$ cat src/cscv_pkg.sv
// Shared types and constants for the color space converter.
// No dependencies; imported by every module of the block.
`timescale 1ns / 1ps
`default_nettype none

package cscv_pkg;

  // channel width, 65536 means full scale
  localparam int CH_W = 17;
  localparam int FRAC_W = 16;
  localparam logic [CH_W-1:0] FULL_SCALE = 17'h10000;

  // registers from the first stage register to the last compute stage
  localparam int PIPE_LAT = 6;

  typedef enum logic [1:0] {
    SPACE_GRAY = 2'd0,
    SPACE_RGB  = 2'd1,
    SPACE_CMYK = 2'd2
  } space_t;

endpackage

`default_nettype wire

$ cat src/color_space_converter.sv
// Color space converter top level: input register, blend and gray pipelines,
// output select. Depends on cscv_pkg, cscv_blend and cscv_gray.
`timescale 1ns / 1ps
`default_nettype none

// Usage
//   Input: drive in_channel_0..3 and raise start; a color transfers at every
//   rising edge with start high and busy low. busy is high during reset and
//   until the first edge after it, so one color can be taken in every cycle
//   after that. Channels above 65536 are saturated to 65536.
//   Config: cfg_data selects the source space (0 gray, 1 RGB, 2 CMYK; 3 acts
//   as gray). It transfers when cfg_valid and cfg_ready are high; write it
//   only while no color is in flight. The space is sampled with each color.
//   Output: out_strobe is high for one cycle with all eight results on the
//   out_ ports, after the input register, the pipelines and the output register.
//   Throughput: one color per cycle; every stage is fully pipelined, the
//   CMYK blend uses three chained weight multiplier stages and one 48-product
//   stage, and the gray divide by 100 is a split reciprocal multiply.
//   Reset: synchronous, clears the source space to gray and drops all strobes.
//   The receiver cannot hold results off; nothing in the block ever stalls.
module color_space_converter (
  input  logic                      clk,
  input  logic                      rst_n,
  input  logic                      start,
  output logic                      busy,
  input  logic [cscv_pkg::CH_W-1:0] in_channel_0,
  input  logic [cscv_pkg::CH_W-1:0] in_channel_1,
  input  logic [cscv_pkg::CH_W-1:0] in_channel_2,
  input  logic [cscv_pkg::CH_W-1:0] in_channel_3,
  input  logic                      cfg_valid,
  output logic                      cfg_ready,
  input  logic [1:0]                cfg_data,
  output logic                      out_strobe,
  output logic [cscv_pkg::CH_W-1:0] out_gray_out,
  output logic [cscv_pkg::CH_W-1:0] out_red_out,
  output logic [cscv_pkg::CH_W-1:0] out_green_out,
  output logic [cscv_pkg::CH_W-1:0] out_blue_out,
  output logic [cscv_pkg::CH_W-1:0] out_cyan_out,
  output logic [cscv_pkg::CH_W-1:0] out_magenta_out,
  output logic [cscv_pkg::CH_W-1:0] out_yellow_out,
  output logic [cscv_pkg::CH_W-1:0] out_black_out
);
  import cscv_pkg::*;

  logic               busy_r;
  logic [1:0]         space_r;
  logic               accept;
  logic [PIPE_LAT:0]  vld_r;
  logic [CH_W-1:0]    in_raw [4];
  logic [CH_W-1:0]    st_v_nxt [4];
  logic [CH_W-1:0]    st_v_r [4];
  logic [1:0]         st_sp_r;
  logic [CH_W-1:0]    dv_r [PIPE_LAT][4];
  logic [1:0]         dsp_r [PIPE_LAT];
  logic [CH_W-1:0]    bl_red, bl_green, bl_blue;
  logic [CH_W-1:0]    gray_q;
  logic [CH_W-1:0]    fv [4];
  logic [CH_W-1:0]    cc, mc, yc, kmin;
  logic               strobe_r;
  logic [CH_W-1:0]    gray_nxt, red_nxt, green_nxt, blue_nxt;
  logic [CH_W-1:0]    cyan_nxt, magenta_nxt, yellow_nxt, black_nxt;
  logic [CH_W-1:0]    gray_r, red_r, green_r, blue_r;
  logic [CH_W-1:0]    cyan_r, magenta_r, yellow_r, black_r;

  assign accept    = start && !busy_r;
  assign busy      = busy_r;
  assign cfg_ready = !busy_r;

  always_comb begin
    in_raw[0] = in_channel_0;
    in_raw[1] = in_channel_1;
    in_raw[2] = in_channel_2;
    in_raw[3] = in_channel_3;
    for (int i = 0; i < 4; i++) begin
      st_v_nxt[i] = (in_raw[i] > FULL_SCALE) ? FULL_SCALE : in_raw[i];
    end
  end

  // control
  always_ff @(posedge clk) begin
    if (!rst_n) begin
      busy_r   <= 1'b1;
      space_r  <= SPACE_GRAY;
      vld_r    <= '0;
      strobe_r <= 1'b0;
    end else begin
      busy_r   <= 1'b0;
      if (cfg_valid && cfg_ready) begin
        space_r <= cfg_data;
      end
      vld_r    <= {vld_r[PIPE_LAT-1:0], accept};
      strobe_r <= vld_r[PIPE_LAT];
    end
  end

  // payload, free running; the strobe chain marks live entries
  always_ff @(posedge clk) begin
    st_v_r   <= st_v_nxt;
    st_sp_r  <= space_r;
    dv_r[0]  <= st_v_r;
    dsp_r[0] <= st_sp_r;
    for (int k = 1; k < PIPE_LAT; k++) begin
      dv_r[k]  <= dv_r[k-1];
      dsp_r[k] <= dsp_r[k-1];
    end
  end

  cscv_blend u_blend (
    .clk     (clk),
    .cyan    (st_v_r[0]),
    .magenta (st_v_r[1]),
    .yellow  (st_v_r[2]),
    .black   (st_v_r[3]),
    .red     (bl_red),
    .green   (bl_green),
    .blue    (bl_blue)
  );

  cscv_gray u_gray (
    .clk   (clk),
    .space (st_sp_r),
    .ch0   (st_v_r[0]),
    .ch1   (st_v_r[1]),
    .ch2   (st_v_r[2]),
    .ch3   (st_v_r[3]),
    .gray  (gray_q)
  );

  // output select; RGB source extracts black as the smallest complement
  always_comb begin
    fv   = dv_r[PIPE_LAT-1];
    cc   = FULL_SCALE - fv[0];
    mc   = FULL_SCALE - fv[1];
    yc   = FULL_SCALE - fv[2];
    kmin = cc;
    if (mc < kmin) begin
      kmin = mc;
    end
    if (yc < kmin) begin
      kmin = yc;
    end
    unique case (dsp_r[PIPE_LAT-1])
      SPACE_RGB: begin
        gray_nxt    = gray_q;
        red_nxt     = fv[0];
        green_nxt   = fv[1];
        blue_nxt    = fv[2];
        cyan_nxt    = cc - kmin;
        magenta_nxt = mc - kmin;
        yellow_nxt  = yc - kmin;
        black_nxt   = kmin;
      end
      SPACE_CMYK: begin
        gray_nxt    = gray_q;
        red_nxt     = bl_red;
        green_nxt   = bl_green;
        blue_nxt    = bl_blue;
        cyan_nxt    = fv[0];
        magenta_nxt = fv[1];
        yellow_nxt  = fv[2];
        black_nxt   = fv[3];
      end
      default: begin
        gray_nxt    = fv[0];
        red_nxt     = fv[0];
        green_nxt   = fv[0];
        blue_nxt    = fv[0];
        cyan_nxt    = '0;
        magenta_nxt = '0;
        yellow_nxt  = '0;
        black_nxt   = cc;
      end
    endcase
  end

  always_ff @(posedge clk) begin
    gray_r    <= gray_nxt;
    red_r     <= red_nxt;
    green_r   <= green_nxt;
    blue_r    <= blue_nxt;
    cyan_r    <= cyan_nxt;
    magenta_r <= magenta_nxt;
    yellow_r  <= yellow_nxt;
    black_r   <= black_nxt;
  end

  assign out_strobe      = strobe_r;
  assign out_gray_out    = gray_r;
  assign out_red_out     = red_r;
  assign out_green_out   = green_r;
  assign out_blue_out    = blue_r;
  assign out_cyan_out    = cyan_r;
  assign out_magenta_out = magenta_r;
  assign out_yellow_out  = yellow_r;
  assign out_black_out   = black_r;

endmodule

`default_nettype wire

$ cat src/cscv_blend.sv
// Multilinear CMYK to RGB blend over 16 corner colors, six register stages.
// Depends on cscv_pkg.
`timescale 1ns / 1ps
`default_nettype none

module cscv_blend (
  input  logic                     clk,
  input  logic [cscv_pkg::CH_W-1:0] cyan,
  input  logic [cscv_pkg::CH_W-1:0] magenta,
  input  logic [cscv_pkg::CH_W-1:0] yellow,
  input  logic [cscv_pkg::CH_W-1:0] black,
  output logic [cscv_pkg::CH_W-1:0] red,
  output logic [cscv_pkg::CH_W-1:0] green,
  output logic [cscv_pkg::CH_W-1:0] blue
);
  import cscv_pkg::*;

  localparam int NUM_CORNERS = 16;
  localparam int NUM_PRIM = 3;
  localparam int PART_W = CH_W + 2;
  localparam int TOT_W = CH_W + 4;

  // corner colors {R, G, B}, index bits C M Y K with C the MSB
  localparam logic [CH_W-1:0] CORNER_RGB [NUM_CORNERS][NUM_PRIM] = '{
    '{17'd65536, 17'd65536, 17'd65536},
    '{17'd8998,  17'd7969,  17'd8225},
    '{17'd65536, 17'd62194, 17'd0},
    '{17'd7196,  17'd6685,  17'd0},
    '{17'd60654, 17'd0,     17'd35979},
    '{17'd9254,  17'd0,     17'd0},
    '{17'd60909, 17'd7196,  17'd9254},
    '{17'd8736,  17'd0,     17'd0},
    '{17'd0,     17'd44460, 17'd61427},
    '{17'd0,     17'd3854,  17'd9254},
    '{17'd0,     17'd42664, 17'd20559},
    '{17'd0,     17'd4882,  17'd0},
    '{17'd11823, 17'd12596, 17'd37519},
    '{17'd0,     17'd0,     17'd511},
    '{17'd13881, 17'd13887, 17'd14647},
    '{17'd0,     17'd0,     17'd0}
  };

  function automatic logic [CH_W-1:0] mul_q16(input logic [CH_W-1:0] a,
                                              input logic [CH_W-1:0] b);
    logic [2*CH_W-1:0] p;
    p = a * b;
    return p[CH_W+FRAC_W-1:FRAC_W];
  endfunction

  logic [CH_W-1:0]   cf [2];
  logic [CH_W-1:0]   mf [2];
  logic [CH_W-1:0]   yf [2];
  logic [CH_W-1:0]   kf [2];
  logic [CH_W-1:0]   y1_r, k1_r, k2_r;
  logic [CH_W-1:0]   cm_nxt [4];
  logic [CH_W-1:0]   cm_r [4];
  logic [CH_W-1:0]   cmy_nxt [8];
  logic [CH_W-1:0]   cmy_r [8];
  logic [CH_W-1:0]   w_nxt [NUM_CORNERS];
  logic [CH_W-1:0]   w_r [NUM_CORNERS];
  logic [CH_W-1:0]   ctb_nxt [NUM_CORNERS][NUM_PRIM];
  logic [CH_W-1:0]   ctb_r [NUM_CORNERS][NUM_PRIM];
  logic [PART_W-1:0] part_nxt [4][NUM_PRIM];
  logic [PART_W-1:0] part_r [4][NUM_PRIM];
  logic [TOT_W-1:0]  tot [NUM_PRIM];
  logic [CH_W-1:0]   rgb_nxt [NUM_PRIM];
  logic [CH_W-1:0]   rgb_r [NUM_PRIM];

  // factor 1 is the channel, factor 0 its complement
  always_comb begin
    cf[1] = cyan;
    cf[0] = FULL_SCALE - cyan;
    mf[1] = magenta;
    mf[0] = FULL_SCALE - magenta;
    yf[1] = y1_r;
    yf[0] = FULL_SCALE - y1_r;
    kf[1] = k2_r;
    kf[0] = FULL_SCALE - k2_r;
  end

  // weights are built C, then M, then Y, then K, truncating after each step
  always_comb begin
    for (int i = 0; i < 4; i++) begin
      cm_nxt[i] = mul_q16(cf[1'(i >> 1)], mf[1'(i & 1)]);
    end
    for (int j = 0; j < 8; j++) begin
      cmy_nxt[j] = mul_q16(cm_r[2'(j >> 1)], yf[1'(j & 1)]);
    end
    for (int n = 0; n < NUM_CORNERS; n++) begin
      w_nxt[n] = mul_q16(cmy_r[3'(n >> 1)], kf[1'(n & 1)]);
    end
  end

  always_comb begin
    for (int n = 0; n < NUM_CORNERS; n++) begin
      for (int c = 0; c < NUM_PRIM; c++) begin
        ctb_nxt[n][c] = mul_q16(CORNER_RGB[n][c], w_r[n]);
      end
    end
    for (int g = 0; g < 4; g++) begin
      for (int c = 0; c < NUM_PRIM; c++) begin
        part_nxt[g][c] = PART_W'(ctb_r[4*g][c]) + PART_W'(ctb_r[4*g+1][c])
                       + PART_W'(ctb_r[4*g+2][c]) + PART_W'(ctb_r[4*g+3][c]);
      end
    end
    for (int c = 0; c < NUM_PRIM; c++) begin
      tot[c] = TOT_W'(part_r[0][c]) + TOT_W'(part_r[1][c])
             + TOT_W'(part_r[2][c]) + TOT_W'(part_r[3][c]);
      rgb_nxt[c] = (tot[c] > TOT_W'(FULL_SCALE)) ? FULL_SCALE : tot[c][CH_W-1:0];
    end
  end

  always_ff @(posedge clk) begin
    y1_r   <= yellow;
    k1_r   <= black;
    k2_r   <= k1_r;
    cm_r   <= cm_nxt;
    cmy_r  <= cmy_nxt;
    w_r    <= w_nxt;
    ctb_r  <= ctb_nxt;
    part_r <= part_nxt;
    rgb_r  <= rgb_nxt;
  end

  assign red   = rgb_r[0];
  assign green = rgb_r[1];
  assign blue  = rgb_r[2];

endmodule

`default_nettype wire

$ cat src/cscv_gray.sv
// Gray level from RGB or CMYK: weighted sum, round, divide by 100.
// Six register stages to line up with the blend. Depends on cscv_pkg.
`timescale 1ns / 1ps
`default_nettype none

module cscv_gray (
  input  logic                      clk,
  input  logic [1:0]                space,
  input  logic [cscv_pkg::CH_W-1:0] ch0,
  input  logic [cscv_pkg::CH_W-1:0] ch1,
  input  logic [cscv_pkg::CH_W-1:0] ch2,
  input  logic [cscv_pkg::CH_W-1:0] ch3,
  output logic [cscv_pkg::CH_W-1:0] gray
);
  import cscv_pkg::*;

  localparam int SUM_W = CH_W + 6;            // holds 100 * 65536 + 50
  localparam int QT_W = SUM_W - 2;            // sum / 4
  localparam int RECIP_W = 22;
  localparam int SPLIT = 11;
  localparam int PP_W = QT_W + SPLIT;
  localparam int FULL_W = QT_W + RECIP_W;
  localparam int DIV_SHIFT = 26;
  localparam int PAD = PIPE_LAT - 3;
  // floor(x / 25) = (x * RECIP_25) >> 26 for x below 2^21
  localparam logic [RECIP_W-1:0] RECIP_25 = 22'd2684355;
  localparam logic [SUM_W-1:0] WT_R = 23'd30;
  localparam logic [SUM_W-1:0] WT_G = 23'd59;
  localparam logic [SUM_W-1:0] WT_B = 23'd11;
  localparam logic [SUM_W-1:0] WT_K = 23'd100;
  localparam logic [SUM_W-1:0] ROUND_BIAS = 23'd50;

  logic [SUM_W-1:0]  wsum;
  logic [SUM_W-1:0]  pos_nxt, pos_r;
  logic [SUM_W-1:0]  neg_nxt, neg_r;
  logic [SUM_W-1:0]  diff;
  logic [QT_W-1:0]   qt_nxt, qt_r;
  logic [PP_W-1:0]   plo_nxt, plo_r;
  logic [PP_W-1:0]   phi_nxt, phi_r;
  logic [FULL_W-1:0] full;
  logic [CH_W-1:0]   gray_nxt;
  logic [CH_W-1:0]   pad_r [PAD];

  always_comb begin
    wsum = WT_R * SUM_W'(ch0) + WT_G * SUM_W'(ch1) + WT_B * SUM_W'(ch2);
    if (space == SPACE_CMYK) begin
      pos_nxt = WT_K * SUM_W'(FULL_SCALE - ch3) + ROUND_BIAS;
      neg_nxt = wsum;
    end else begin
      pos_nxt = wsum + ROUND_BIAS;
      neg_nxt = '0;
    end
  end

  // a negative CMYK sum gives black
  always_comb begin
    diff    = pos_r - neg_r;
    qt_nxt  = (pos_r >= neg_r) ? diff[SUM_W-1:2] : '0;
    plo_nxt = PP_W'(qt_r) * PP_W'(RECIP_25[SPLIT-1:0]);
    phi_nxt = PP_W'(qt_r) * PP_W'(RECIP_25[RECIP_W-1:SPLIT]);
    full    = (FULL_W'(phi_r) << SPLIT) + FULL_W'(plo_r);
    gray_nxt = full[DIV_SHIFT+CH_W-1:DIV_SHIFT];
  end

  always_ff @(posedge clk) begin
    pos_r <= pos_nxt;
    neg_r <= neg_nxt;
    qt_r  <= qt_nxt;
    plo_r <= plo_nxt;
    phi_r <= phi_nxt;
    pad_r[0] <= gray_nxt;
    for (int k = 1; k < PAD; k++) begin
      pad_r[k] <= pad_r[k-1];
    end
  end

  assign gray = pad_r[PAD-1];

endmodule

`default_nettype wire
$ cat config.mk
export PLATFORM = sky130hd
export DESIGN_NAME = color_space_converter
export DESIGN_NICKNAME = d
export VERILOG_FILES = /design/src/cscv_pkg.sv /design/src/color_space_converter.sv /design/src/cscv_blend.sv /design/src/cscv_gray.sv
export SDC_FILE = /design/constraint.sdc
export NUM_CORES = 2
export LEC_CHECK = 0
export BUFFER_PORTS_ARGS = -buffer_cell sky130_fd_sc_hd__buf_2
export CORE_MARGIN = 5
export CORE_UTILIZATION = 38
export DETAILED_ROUTE_END_ITERATION = 8
export SLEW_MARGIN = 30
export SYNTH_ARGS = -nofsm -noshare
export SYNTH_HDL_FRONTEND = slang
export SYNTH_SLANG_ARGS = --single-unit
export TNS_END_PERCENT = 50
$ cat constraint.sdc
create_clock -name clk -period 9.3 [get_ports clk]
set_input_delay 1.86 -clock clk [delete_from_list [all_inputs] [get_ports clk]]
set_output_delay 1.86 -clock clk [all_outputs]
set_load 0.02 [all_outputs]
==> flow_summary.yaml <==
global_route:
  grt_pass1_wl_um: 161000
  antenna_found_initial: 8
  grt-ovfl-total: 0
  grt_start_max_net_pins: 46
  grtUsageTotal_pct: 18.6
  grt_pass1_vias: 27400
clock_tree:
  clock_latency_ns: 0.67
  cts.sink_count: 806
  path_clk_slew_ns: 0.07
  htree_levels: 3
  cts_buffer_depth: 3
  clock-root-buffer: "clkbuf_16"
  cts_buffers: 83
  cts_hold_buf: 0
  cts_tree: "done"
detailed_routing:
  vias: 26600
  drtPass1Iterations: 5
  drc: 0
  ant_nets: 0
  drt-vias-per-instance: 4.80
  routed_wl_um: 104000
  routedWlPerCell_um: 18.7
  dr.first_iter.drc_count: 1666
timing:
  fin_crit_ns: 8.89
  fin_ws_ns: 0.413
  rsz0062_at_grt: "true"
  worst_clock_skew_ns: 0.0464
  finalMaxSlewViolations: 0
  finalHoldViolations: 0
  max_freq_ghz: 0.113
  finalSetupViolCount: 0
  maxSlewHeadroom_pct: 33.1
  worst_slew_pin_slew_ns: 1.00
  post-route-period-util_pct: 95.6
cells_and_area:
  fillers: 10000
  ff_latch_area_um2: 16100
  final_nets: 4878
  instances_no_fill: 5535
  multi_input_area_um2: 22100
  fin_area_um2: 46300
  drive_above_1_share_pct: 11.9
  syn_to_final_growth_pct: 14.6
critical_path:
  slowest_delay_ns: 0.54
  crit_path_end_kind: "register"
  path_max_fanout: 16
  critical_path_arrival_ns: 9.41
  required_ns: 9.82
  worstSetupPathType: "register to register"
  start_kind: "register"
  crit_top_cell: "ha_1"
  slowest_stage: "or4b_4"
yosys:
  synth-seq-cells: 806
  syn-num-nets: 4607
  netlist_area_um2: 40300
  netlist_instances: 3797
  synthArstFlopShare_pct: 0
  seq_area_frac_synth_pct: 40.0
  yosys.area.top_type: "dfxtp_1"
  synthTopCellsByArea: "dfxtp_1 40%, fa_1 14%, ha_1 14%"
  synth_area_per_cell_um2: 10.6
  post-synth-top-count-cell: "dfxtp_1"
  ys_warn_count: 0
  synth_edf_count: 0
  synth_commonest_cells: "806 x dfxtp_1, 508 x inv_1, 445 x ha_1"
  yosys.cell_types.count: 102
  synth_top_flop_cell: "dfxtp_1"
  yosysTopAreaCellShare_pct: 40.0
placed_design:
  gp_congestion: 0.932
  place_ws_ns: 0.179
  hpwl_um: 84900
  placed_cell_area_um2: 43200
  dp.cells: 5374
  port_buffers: 212
die:
  core_um2: 105000
  fp.dieH_um: 336
  std_cell_rows: 119
  initial_utilization_pct: 38.3
  io_pins: 213
  die_w_um: 336
  dieArea_um2: 113000
worst_hold_path:
  hp-class: "register to register"
job:
  cap_viol_max_count: 0
run_status:
  status: "completed"
critical path, delay by kind of cell, from the launching register on:
family / cells / cell delay [ns]
xor gates and xnor gates: 1 / 0.26
DFF: 1 / 0.39
buffers and inverters: 4 / 0.74
AOI/OAI and AO/OA: 18 / 4.39
and+or+nand+nor: 5 / 1.60
adders and majority gates: 4 / 1.04
muxes: 1 / 0.31
sequential cells by signal, summed over array words and instances (netlist names), 12 cells and up:
signal and flops:
dsp_r 12, dv_r 408, out_black_out 17, out_blue_out 17
out_cyan_out 17, out_gray_out 17, out_green_out 17, out_magenta_out 17
out_red_out 17, out_yellow_out 17, st_v_r 68, u_gray.neg_r 23
u_gray.pad_r 51, u_gray.phi_r 29, u_gray.plo_r 22, u_gray.pos_r 23
u_gray.qt_r 21
metrics by stage:
stage / util, % / TNS [ns] / hold slack, ns
after floorplan: - / 0 / 0.310
after global placement: 41.0 / 0 / 0.310
after detailed placement: 41.0 / 0 / 0.312
after CTS: 43.8 / 0 / 0.302
after global routing: 43.9 / -0.0349 / 0.304
final: 43.9 / 0 / 0.305
routing by layer:
| layer | part of all wire [%] | vias to the layer above | GRT usage [%] |
|---|---|---|---|
| li1 | - | 13100 | - |
| met1 | 45 | 12700 | 24.8 |
| met2 | 47 | 619 | 31.6 |
| met3 | 5.1 | 147 | 2.74 |
| met4 | 2.5 | 0 | 5.30 |
| met5 | 0 | - | 0 |
placed cells by master, fill, tap and decap left out, drive strengths merged, types with 60 or more instances in the layout:
master and instances:
nor2 177, xor2 89, nor3 60, xnor2 182, a21oi 137, clkbuf 107, inv 519, buf 252
fa 291, nand2 263, o21ai 140, nor2b 90, dfxtp 806, ha 445
cell type report:
| class | count | area share, % |
|---|---|---|
| multi-input cells | 2415 | 47.8 |
| flip-flops and latches | 806 | 34.9 |
| clock buffers | 107 | 5.01 |
| inverters | 510 | 4.14 |
| well taps | 1391 | 3.76 |
| repair buffers | 252 | 2.94 |
| clock inverters | 48 | 1.39 |
| diodes | 6 | 0.0325 |
cells by family (layout without fill, tap and decap cells):
logic type / Yosys count / in the layout / synth area share (%)
flip-flops: 806 / 806 / 40.0
AND/OR/NAND/NOR: 805 / 805 / 9.74
adder cells (fa/ha/maj): 749 / 749 / 28.6
buffers and inverters: 576 / 917 / 5.42
AO/OA/AOI/OAI: 550 / 550 / 9.20
XOR/XNOR: 271 / 271 / 5.97
multiplexers: 40 / 40 / 1.12
other: 0 / 6 / 0
repair_timing:
item	in CTS	in global routing
endpoints found under the hold margin	0	0
buffers inserted	0	0
resized for setup	0	12
endpoints found under the setup margin	0	26
final timing paths:
| path | from | endpoint | slack [ns] | cells past startpoint |
|---|---|---|---|---|
| setup reg to reg | dv_r[5][34] | out_cyan_out[13] | 0.41 | 33 |
| hold reg to reg | dv_r[2][50] | dv_r[3][50] | 0.30 | 0 |
| hold / removal | dv_r[2][50] | dv_r[3][50] | 0.30 | 0 |
| setup / recovery | dv_r[5][34] | out_cyan_out[13] | 0.41 | 33 |
Power is left out: the tool's default activity adds up to more than one toggle a clock period on the data nets, which glitch-free logic cannot reach.
